==> src/rtl/hts_pkg.sv <==
// Shared types, constants and register codes for the heater thermostat.
package hts_pkg;

    localparam int TOP_MODE_DEF      = 5;
    localparam int MODE_W            = 3;
    localparam int TEMP_W            = 10;
    localparam int CMP_W             = TEMP_W + 1;
    localparam int SP_W              = 8;
    localparam int NUM_SETPOINTS     = 6;
    localparam int TABLE_W           = SP_W * NUM_SETPOINTS;
    localparam int SEC_W             = 14;
    localparam int SECONDS_PER_MIN   = 60;
    localparam int CFG_IDX_W         = 3;
    localparam int CFG_DATA_W        = TABLE_W;

    localparam logic [MODE_W-1:0] MODE_RESET = 3'd3;

    typedef enum logic [CFG_IDX_W-1:0] {
        CFG_SETPOINT_TABLE = 3'd0,
        CFG_UPPER_MARGIN   = 3'd1,
        CFG_LOWER_MARGIN   = 3'd2,
        CFG_MIN_RUN        = 3'd3,
        CFG_MIN_IDLE       = 3'd4
    } t_cfg_idx;

    typedef enum logic {
        ACT_BUTTON = 1'b0,
        ACT_TICK   = 1'b1
    } t_action;

    typedef struct packed {
        logic [TABLE_W-1:0] setpoint_table;
        logic [7:0]         upper_margin;
        logic [7:0]         lower_margin;
        logic [7:0]         min_run_minutes;
        logic [7:0]         min_idle_minutes;
    } t_cfg;

    typedef struct packed {
        logic [MODE_W-1:0] mode_level;
        logic              last_up_level;
        logic              last_down_level;
        logic              relay_state;
        logic [SEC_W-1:0]  seconds_in_state;
    } t_state;

    typedef struct packed {
        logic              relay_on;
        logic [MODE_W-1:0] heat_mode;
        logic              beep_start;
        logic              beep_is_down;
    } t_result;

endpackage

==> src/rtl/heater_thermostat_with_mode_buttons.sv <==
// Top level of the heater thermostat: state, configuration and result register.
//
//  channel  direction  handshake              payload
//  in       input      i_in_valid/o_in_stall  action, up_level, down_level, temperature
//  out      output     o_out_valid/i_out_stall relay_on, heat_mode, beep_start, beep_is_down
//  cfg      input      i_cfg_we               i_cfg_index, i_cfg_data
//
//  One word per cycle unless stalled; the result register loads its result on accept.
//  The whole step is one pass of compare and counter logic from the ports to the registers.
//  A new word is taken while the result register is full, as long as it is being taken too.
//  A stalled result holds; the input stalls only while the result register stays full.
//  Reset (synchronous, active low) restores the register defaults and mode 3, relay off.
module heater_thermostat_with_mode_buttons
    import hts_pkg::*;
#(
    parameter int TOP_MODE = TOP_MODE_DEF
) (
    input  logic                     i_clk,
    input  logic                     i_rst_n,
    input  logic                     i_in_valid,
    output logic                     o_in_stall,
    input  logic                     i_action,
    input  logic                     i_up_level,
    input  logic                     i_down_level,
    input  logic signed [TEMP_W-1:0] i_temperature,
    output logic                     o_out_valid,
    input  logic                     i_out_stall,
    output logic                     o_relay_on,
    output logic [MODE_W-1:0]        o_heat_mode,
    output logic                     o_beep_start,
    output logic                     o_beep_is_down,
    input  logic                     i_cfg_we,
    input  logic [CFG_IDX_W-1:0]     i_cfg_index,
    input  logic [CFG_DATA_W-1:0]    i_cfg_data
);

    t_cfg    r_cfg;
    t_state  r_state;
    t_state  n_state;
    t_result r_result;
    t_result n_result;
    logic    r_out_valid;
    logic    accept;

    assign o_in_stall = r_out_valid && i_out_stall;
    assign accept     = i_in_valid && !o_in_stall;

    hts_step #(
        .TOP_MODE (TOP_MODE)
    ) u_step (
        .i_cfg         (r_cfg),
        .i_state       (r_state),
        .i_action      (i_action),
        .i_up_level    (i_up_level),
        .i_down_level  (i_down_level),
        .i_temperature (i_temperature),
        .o_state       (n_state),
        .o_result      (n_result)
    );

    always_ff @(posedge i_clk) begin
        if (!i_rst_n) begin
            r_cfg.setpoint_table   <= '0;
            r_cfg.upper_margin     <= 8'd2;
            r_cfg.lower_margin     <= 8'd2;
            r_cfg.min_run_minutes  <= 8'd5;
            r_cfg.min_idle_minutes <= 8'd5;
        end else if (i_cfg_we) begin
            unique case (i_cfg_index)
                CFG_SETPOINT_TABLE: r_cfg.setpoint_table   <= i_cfg_data[TABLE_W-1:0];
                CFG_UPPER_MARGIN:   r_cfg.upper_margin     <= i_cfg_data[7:0];
                CFG_LOWER_MARGIN:   r_cfg.lower_margin     <= i_cfg_data[7:0];
                CFG_MIN_RUN:        r_cfg.min_run_minutes  <= i_cfg_data[7:0];
                CFG_MIN_IDLE:       r_cfg.min_idle_minutes <= i_cfg_data[7:0];
                default: ;
            endcase
        end
    end

    always_ff @(posedge i_clk) begin
        if (!i_rst_n) begin
            r_state.mode_level       <= MODE_RESET;
            r_state.last_up_level    <= 1'b1;
            r_state.last_down_level  <= 1'b1;
            r_state.relay_state      <= 1'b0;
            r_state.seconds_in_state <= '0;
            r_out_valid              <= 1'b0;
        end else begin
            if (accept) begin
                r_state <= n_state;
            end
            if (accept) begin
                r_out_valid <= 1'b1;
            end else if (!i_out_stall) begin
                r_out_valid <= 1'b0;
            end
        end
    end

    always_ff @(posedge i_clk) begin
        if (accept) begin
            r_result <= n_result;
        end
    end

    assign o_out_valid    = r_out_valid;
    assign o_relay_on     = r_result.relay_on;
    assign o_heat_mode    = r_result.heat_mode;
    assign o_beep_start   = r_result.beep_start;
    assign o_beep_is_down = r_result.beep_is_down;

    a_mode_range: assert property (@(posedge i_clk) disable iff (!i_rst_n)
        r_state.mode_level <= MODE_W'(TOP_MODE))
        else $error("heat mode above top mode");

    a_mode0_off: assert property (@(posedge i_clk) disable iff (!i_rst_n)
        accept && i_action == ACT_TICK && r_state.mode_level == '0 |=> !r_state.relay_state)
        else $error("relay on in mode 0 after tick");

    a_change_clears: assert property (@(posedge i_clk) disable iff (!i_rst_n)
        accept && n_state.relay_state != r_state.relay_state |=> r_state.seconds_in_state == '0)
        else $error("relay change did not clear counter");

    a_button_holds: assert property (@(posedge i_clk) disable iff (!i_rst_n)
        accept && i_action == ACT_BUTTON
        |=> $stable(r_state.relay_state) && $stable(r_state.seconds_in_state))
        else $error("button word changed relay timing");

    a_stall_full: assert property (@(posedge i_clk) disable iff (!i_rst_n)
        o_in_stall |-> o_out_valid)
        else $error("input stalled with empty result register");

endmodule

==> src/rtl/hts_step.sv <==
// Next-state and result logic for one button sample or control tick.
module hts_step
    import hts_pkg::*;
#(
    parameter int TOP_MODE = TOP_MODE_DEF
) (
    input  t_cfg                     i_cfg,
    input  t_state                   i_state,
    input  logic                     i_action,
    input  logic                     i_up_level,
    input  logic                     i_down_level,
    input  logic signed [TEMP_W-1:0] i_temperature,
    output t_state                   o_state,
    output t_result                  o_result
);

    localparam logic [MODE_W-1:0] MODE_MAX = MODE_W'(TOP_MODE);

    logic                    down_edge;
    logic                    up_edge;
    logic [MODE_W-1:0]       mode_a;
    logic [MODE_W-1:0]       mode_b;
    logic [SEC_W-1:0]        run_lim;
    logic [SEC_W-1:0]        idle_lim;
    logic [SEC_W-1:0]        lim;
    logic [SEC_W-1:0]        sec_inc;
    logic [SEC_W-1:0]        sec_cap;
    logic [SP_W-1:0]         sp;
    logic signed [CMP_W-1:0] temp_x;
    logic signed [CMP_W-1:0] sp_hi;
    logic signed [CMP_W-1:0] sp_lo;
    logic                    relay_next;

    // mode buttons: down edge first, then up
    always_comb begin
        down_edge = !i_down_level && i_state.last_down_level;
        up_edge   = !i_up_level && i_state.last_up_level;
        mode_a    = (down_edge && i_state.mode_level != '0)
                    ? i_state.mode_level - MODE_W'(1) : i_state.mode_level;
        mode_b    = (up_edge && mode_a < MODE_MAX) ? mode_a + MODE_W'(1) : mode_a;
    end

    always_comb begin
        unique case (i_state.mode_level)
            3'd0:    sp = i_cfg.setpoint_table[0*SP_W +: SP_W];
            3'd1:    sp = i_cfg.setpoint_table[1*SP_W +: SP_W];
            3'd2:    sp = i_cfg.setpoint_table[2*SP_W +: SP_W];
            3'd3:    sp = i_cfg.setpoint_table[3*SP_W +: SP_W];
            3'd4:    sp = i_cfg.setpoint_table[4*SP_W +: SP_W];
            3'd5:    sp = i_cfg.setpoint_table[5*SP_W +: SP_W];
            default: sp = '0;
        endcase
    end

    // run/idle timing and hysteresis
    always_comb begin
        run_lim  = SEC_W'({6'd0, i_cfg.min_run_minutes} * SEC_W'(SECONDS_PER_MIN));
        idle_lim = SEC_W'({6'd0, i_cfg.min_idle_minutes} * SEC_W'(SECONDS_PER_MIN));
        lim      = i_state.relay_state ? run_lim : idle_lim;
        sec_inc  = i_state.seconds_in_state + SEC_W'(1);
        sec_cap  = (sec_inc > lim) ? lim + SEC_W'(1) : sec_inc;

        temp_x = CMP_W'(i_temperature);
        sp_hi  = $signed({3'd0, sp}) + $signed({3'd0, i_cfg.upper_margin});
        sp_lo  = $signed({3'd0, sp}) - $signed({3'd0, i_cfg.lower_margin});

        relay_next = i_state.relay_state;
        if (i_state.mode_level == '0) begin
            relay_next = 1'b0;
        end else if (temp_x > sp_hi && sec_cap > run_lim) begin
            relay_next = 1'b0;
        end else if (temp_x < sp_lo && sec_cap > idle_lim) begin
            relay_next = 1'b1;
        end
    end

    always_comb begin
        o_state  = i_state;
        o_result = '0;
        if (i_action == ACT_BUTTON) begin
            o_state.mode_level      = mode_b;
            o_state.last_down_level = i_down_level;
            o_state.last_up_level   = i_up_level;
            o_result.beep_start     = down_edge || up_edge;
            o_result.beep_is_down   = down_edge && !up_edge;
        end else begin
            o_state.relay_state      = relay_next;
            o_state.seconds_in_state = (relay_next != i_state.relay_state) ? '0 : sec_cap;
        end
        o_result.relay_on  = o_state.relay_state;
        o_result.heat_mode = o_state.mode_level;
    end

endmodule
==> config.mk <==
export PLATFORM = sky130hd
export DESIGN_NAME = heater_thermostat_with_mode_buttons
export DESIGN_NICKNAME = d
export VERILOG_FILES = /design/src/rtl/hts_pkg.sv /design/src/rtl/heater_thermostat_with_mode_buttons.sv /design/src/rtl/hts_step.sv
export SDC_FILE = /design/constraint.sdc
export NUM_CORES = 1
export LEC_CHECK = 0
export BUFFER_PORTS_ARGS = -buffer_cell sky130_fd_sc_hd__buf_2
export CORE_ASPECT_RATIO = 2
export CORE_UTILIZATION = 38
export CTS_BUF_LIST = sky130_fd_sc_hd__clkbuf_2 sky130_fd_sc_hd__clkbuf_4 sky130_fd_sc_hd__clkbuf_8
export CTS_CLUSTER_DIAMETER = 60
export CTS_CLUSTER_SIZE = 20
export DETAILED_ROUTE_END_ITERATION = 6
export PLACE_DENSITY = 0.63
export RECOVER_POWER = 25
export SLEW_MARGIN = 25
export SYNTH_ARGS = -nofsm -noshare
export SYNTH_HDL_FRONTEND = slang
export SYNTH_SLANG_ARGS = --single-unit
export TNS_END_PERCENT = 10
==> constraint.sdc <==
create_clock -name i_clk -period 14.4 [get_ports i_clk]
set_input_delay 4.32 -clock i_clk [delete_from_list [all_inputs] [get_ports i_clk]]
set_output_delay 4.32 -clock i_clk [all_outputs]
set_load 0.02 [all_outputs]
Yosys cells after proc, flatten, opt, wreduce, memory -nomap -nowiden
Index checks and enable logic that the tools add are counted.
{"block": "op_classes", "magnitude_cmp": 6, "n_bitwise": 1, "mux": 13, "n_addsub": 6, "eq_ne": 11, "reduce_logical": 24, "n_mul": 2}
{"operator": "$pmux 8 s6", "n": 1}
{"operator": "$gt 14x14->1", "n": 3}
{"operator": "$mux 14", "n": 3}
{"operator": "$add 14x1->14 const B", "n": 2}
{"operator": "$mul 8x4->12 const B", "n": 2}
{"operator": "$mux 15", "n": 1}
{"operator": "$reduce_and 2->1", "n": 7}
{"operator": "$eq 3x2->1 const B", "n": 4}
{"operator": "$gt 10x10->1", "n": 1}
{"operator": "$lt 10x9->1", "n": 1}
{"operator": "$add 8x8->9", "n": 1}
{"operator": "$eq 3x3->1 const B", "n": 3}
{"operator": "$logic_and 1x1->1", "n": 9}
{"operator": "$sub 8x8->9", "n": 1}
{"operator": "$eq 3x1->1 const B", "n": 2}
{"operator": "$logic_not 3->1", "n": 2}
{"operator": "$mux 3", "n": 2}
{"operator": "$mux 1", "n": 5}
{"operator": "$mux 5", "n": 1}
{"operator": "$logic_not 1->1", "n": 4}
{"operator": "$add 3x1->3 const B", "n": 1}
{"operator": "$lt 3x3->1 const B", "n": 1}
{"operator": "$reduce_bool 3->1", "n": 1}
{"operator": "$sub 3x1->3 const B", "n": 1}
{"operator": "other kinds (4)", "n": 4}
{"block": "totals", "word_cells": 78, "input_bits": 69, "out_inout_bits": 8, "ff_bits": 107}

Depth between registers and ports, before layout
{"block": "depth", "word_depth": 12, "ltp_mapped": 30, "ltp_nobuf": 29}

By module
A second synthesis with hierarchy kept.
{"block": "hier_totals", "cells_unflattened": 1014, "area_unflattened_um2": 8946.1}
{"module": "hts_step", "cells_each": 598, "seq_area_each_um2": 0.0, "instances": 1, "area_per_inst_um2": 4804.6}
{"module": "heater_thermostat_with_mode_buttons", "cells_each": 416, "seq_area_each_um2": 2202.1, "instances": 1, "area_per_inst_um2": 4141.5}

Worst setup path after synthesis
Ideal clock, no wire load.
{"block": "synth_timing", "path_kind": "in2out", "startpoint": "input i_out_stall", "endpoint": "output o_in_stall", "path_buffers": 0, "required_ns": 10.080, "stages": 2, "setup_slack_ns": 5.533, "arrival_time_ns": 4.547, "path_cell_list": "nand2_1 > inv_1"}
{"block": "synth_between", "elab_chain_cells": 1}
{"element": "start, declared", "line_no": "heater_thermostat_with_mode_buttons.sv:27", "rtl": "input logic i_out_stall,"}
{"element": "$logic_and 1x1->1", "line_no": "heater_thermostat_with_mode_buttons.sv:45", "rtl": "assign o_in_stall = r_out_valid && i_out_stall;"}
{"element": "end, declared", "line_no": "heater_thermostat_with_mode_buttons.sv:21", "rtl": "output logic o_in_stall,"}
Every way passes these cells.

Worst setup path after layout
Same ends and word-level chain as after synthesis.

==> flow_summary.toml <==
[yosys]
async_reset_ff_frac = 0
syn_area_um2 = 8050
syn_avg_cell_area_um2 = 8.20
synth_ff_type = "dfxtp_1"
synth_top_area_frac = 0.251
synth_cell_type_count = 59
synth-edff-count = 6
synth_top_area_cell = "dfxtp_1"
ys_ff_latch = 107
syn_inst = 981
yosys_warnings = 0
syn_nets = 1185
synth_area_leaders = "dfxtp_1 (25%), ha_1 (17%), nand2_1 (8.8%)"
ys_seq_area_frac = 0.274

[min_path]
min_path_type = "reg -> reg"

[grt]
antenna_found_initial = 1
grt_pass1_vias = 7075
grt_overflow = 0
gr-usage-all-layers = 0.205
grt_max_degree = 77
grt_pass1_wl_mm = 34.6

[floorplanning]
initial_core_util = 0.386
die_width_um = 105
pin_count = 77
core_um2 = 20800
std_cell_rows = 75
die-area_um2 = 21800
die_h_um = 208

[clock_network]
clock_sinks = 107
cts_max_level = 3
cts_buffers = 9
cts_resized = 0
post-cts-setup-buffers = 0
clock_path_buffers = 2
cts_hold_buf = 0
root_buffer = "clkbuf_8"
cts_tree = "yes"
path_clk_slew_ns = 0.11
insertion_delay_ns = 0.40

[sta]
hold_viol_final = 0
rsz0062_at_grt = "false"
finalSetupViolCount = 0
fin_setup_tns_ns = 0
relSlewSlack = -1.24
worst_pin_slew_ns = 3.36
fin_skew_ns = 0.0140
hold_slack_ns = 0.460
fmax_ghz = 0.111
fin_crit_sh = 0.627
finalWorstSetupSlack_ns = 5.37
slew_viol_final = 77
period_minus_slack_ns = 9.03

[layout]
final_cell_mix = "nand2_1 (188), a21oi_1 (126), ha_1 (107)"
fin_nets = 1238
fin_area_um2 = 8870
final_common_cell = "nand2_1"
regArea_um2 = 2200
drive_gt1_frac = 0.106
multi_input_comb_area_um2 = 5390
nFillCells = 2190
area_delta_synth_final_pct = 10.2

[placement]
hpwl_mm = 17.6
placed_area_um2 = 8640
numPortBuffers = 76
gp_congestion = 0.922
post-place-ws_ns = 5.36

[setup_path]
crit_fanout = 3
path_cells = "buf_2 -> nand2_1 -> inv_1 -> buf_2"
critPathLaunchType = "input pin"
path_class = "in -> out"
slowest_stage = "buf_2"
cp_slowest_stage_delay_ns = 0.15
worstPathArrival_ns = 4.71
rrSetupSlack_ns = 7.18
endpoint_kind = "output pin"
required_ns = 10.08
cp_common_cell = "buf_2"

[routing]
ant_nets = 0
drt-total-wl_mm = 21.4
vias_per_cell = 5.26
drtIter0Drc = 212
post_drt_wl_per_cell_um = 16.4
firstDrtPassIters = 4
num_vias = 6888
drcViolationCount = 0

[status]
outcome = "complete, but fails checks"
violations = "capacitance limit, slew limit"

[power_and_ir_drop]
leakagePower_nw = 3.77
power.density_nw_per_um2 = 81.1
power_frac_comb = 0.264
switchingPower_mw = 0.233
power_mw = 0.719
switching_share = 0.324
clock_power_share = 0.301
seqPwrFrac = 0.435
ir_worst_vdd_uv = 85.7
intPower_mw = 0.486

[flow_run]
maxCapViolations = 1
Yosys cell counts (13+ instances only):
library cell	instances
a22oi_1	18
inv_1	84
a21oi_1	126
nand2_1	188
o21ai_0	20
clkbuf_1	31
nand3_1	13
nor2_1	41
xnor2_1	29
ha_1	107
a22o_1	13
xor2_1	15
fa_1	28
dfxtp_1	101
cell type report:
class,count,share of cell area
clock buffer,9,0.0140
tap,269,0.0380
inverter,84,0.0356
antenna,1,0.000282
timing repair buffer,79,0.0442
multi-input combinational,753,0.608
clock inverter,7,0.0121
sequential,107,0.248
path summary, 6_finish.rpt:
path / start / endpoint / cells after the start
worst max-delay path: i_out_stall / o_in_stall / 4
worst max register to register: r_cfg[3] / r_state[1] / 29
worst min register to register: r_cfg[59] / r_cfg[59] / 2
worst min-delay path: r_cfg[59] / r_cfg[59] / 2
stage by stage:
| step | util | std cells |
|---|---|---|
| finish | 0.426 | 1309 |
| floorplan | - | 981 |
| global placement | 0.415 | 1292 |
| global route | 0.426 | 1309 |
| detailed placement | 0.415 | 1292 |
| CTS | 0.426 | 1308 |
state kept, by name, summed over array words and instances, names as in the netlist:
register        count
o_beep_start        1
o_beep_is_down      1
r_cfg              80
o_heat_mode         3
o_relay_on          1
r_state            20
o_out_valid         1
power groups by stage:
| stage | clock (mW) | combinational (mW) | sequential [mW] |
|---|---|---|---|
| 2_1_floorplan | 0 | 0.134 | 0.320 |
| 3_3_place_gp | 0 | 0.186 | 0.319 |
| 3_5_place_dp | 0 | 0.190 | 0.320 |
| 4_1_cts | 0.223 | 0.191 | 0.313 |
| 5_1_grt | 0.233 | 0.215 | 0.314 |
| 6_report | 0.216 | 0.190 | 0.313 |
worst max-delay path, delay by kind of cell:
kind | cells | cell delay [ns]
buffers and inverters | 3 | 0.30
and+or+nand+nor | 1 | 0.09
routing by layer:
| metal | GRT usage | wire length (um) | part of all wire | vias up |
|---|---|---|---|---|
| met4 | 0.195 | 2110 | 0.098 | 0 |
| met5 | 0 | 0 | 0 | - |
| met1 | 0.178 | 7100 | 0.33 | 3197 |
| met3 | 0.0195 | 438 | 0.020 | 70 |
| met2 | 0.395 | 11800 | 0.55 | 128 |
| li1 | - | - | - | 3493 |
cells by family (layout without fill, tap and decap cells):
group / Yosys count / count (layout) / synth area share
flops: 107 / 107 / 0.274
mux: 14 / 14 / 0.0190
other cells: 0 / 1 / 0
buf+inv: 121 / 179 / 0.0575
xor+xnor: 44 / 44 / 0.0479
compound gates: 250 / 250 / 0.196
simple gates: 310 / 310 / 0.170
fa+ha+maj: 135 / 135 / 0.236
Note: power is estimated with default switching activity, not from simulation.
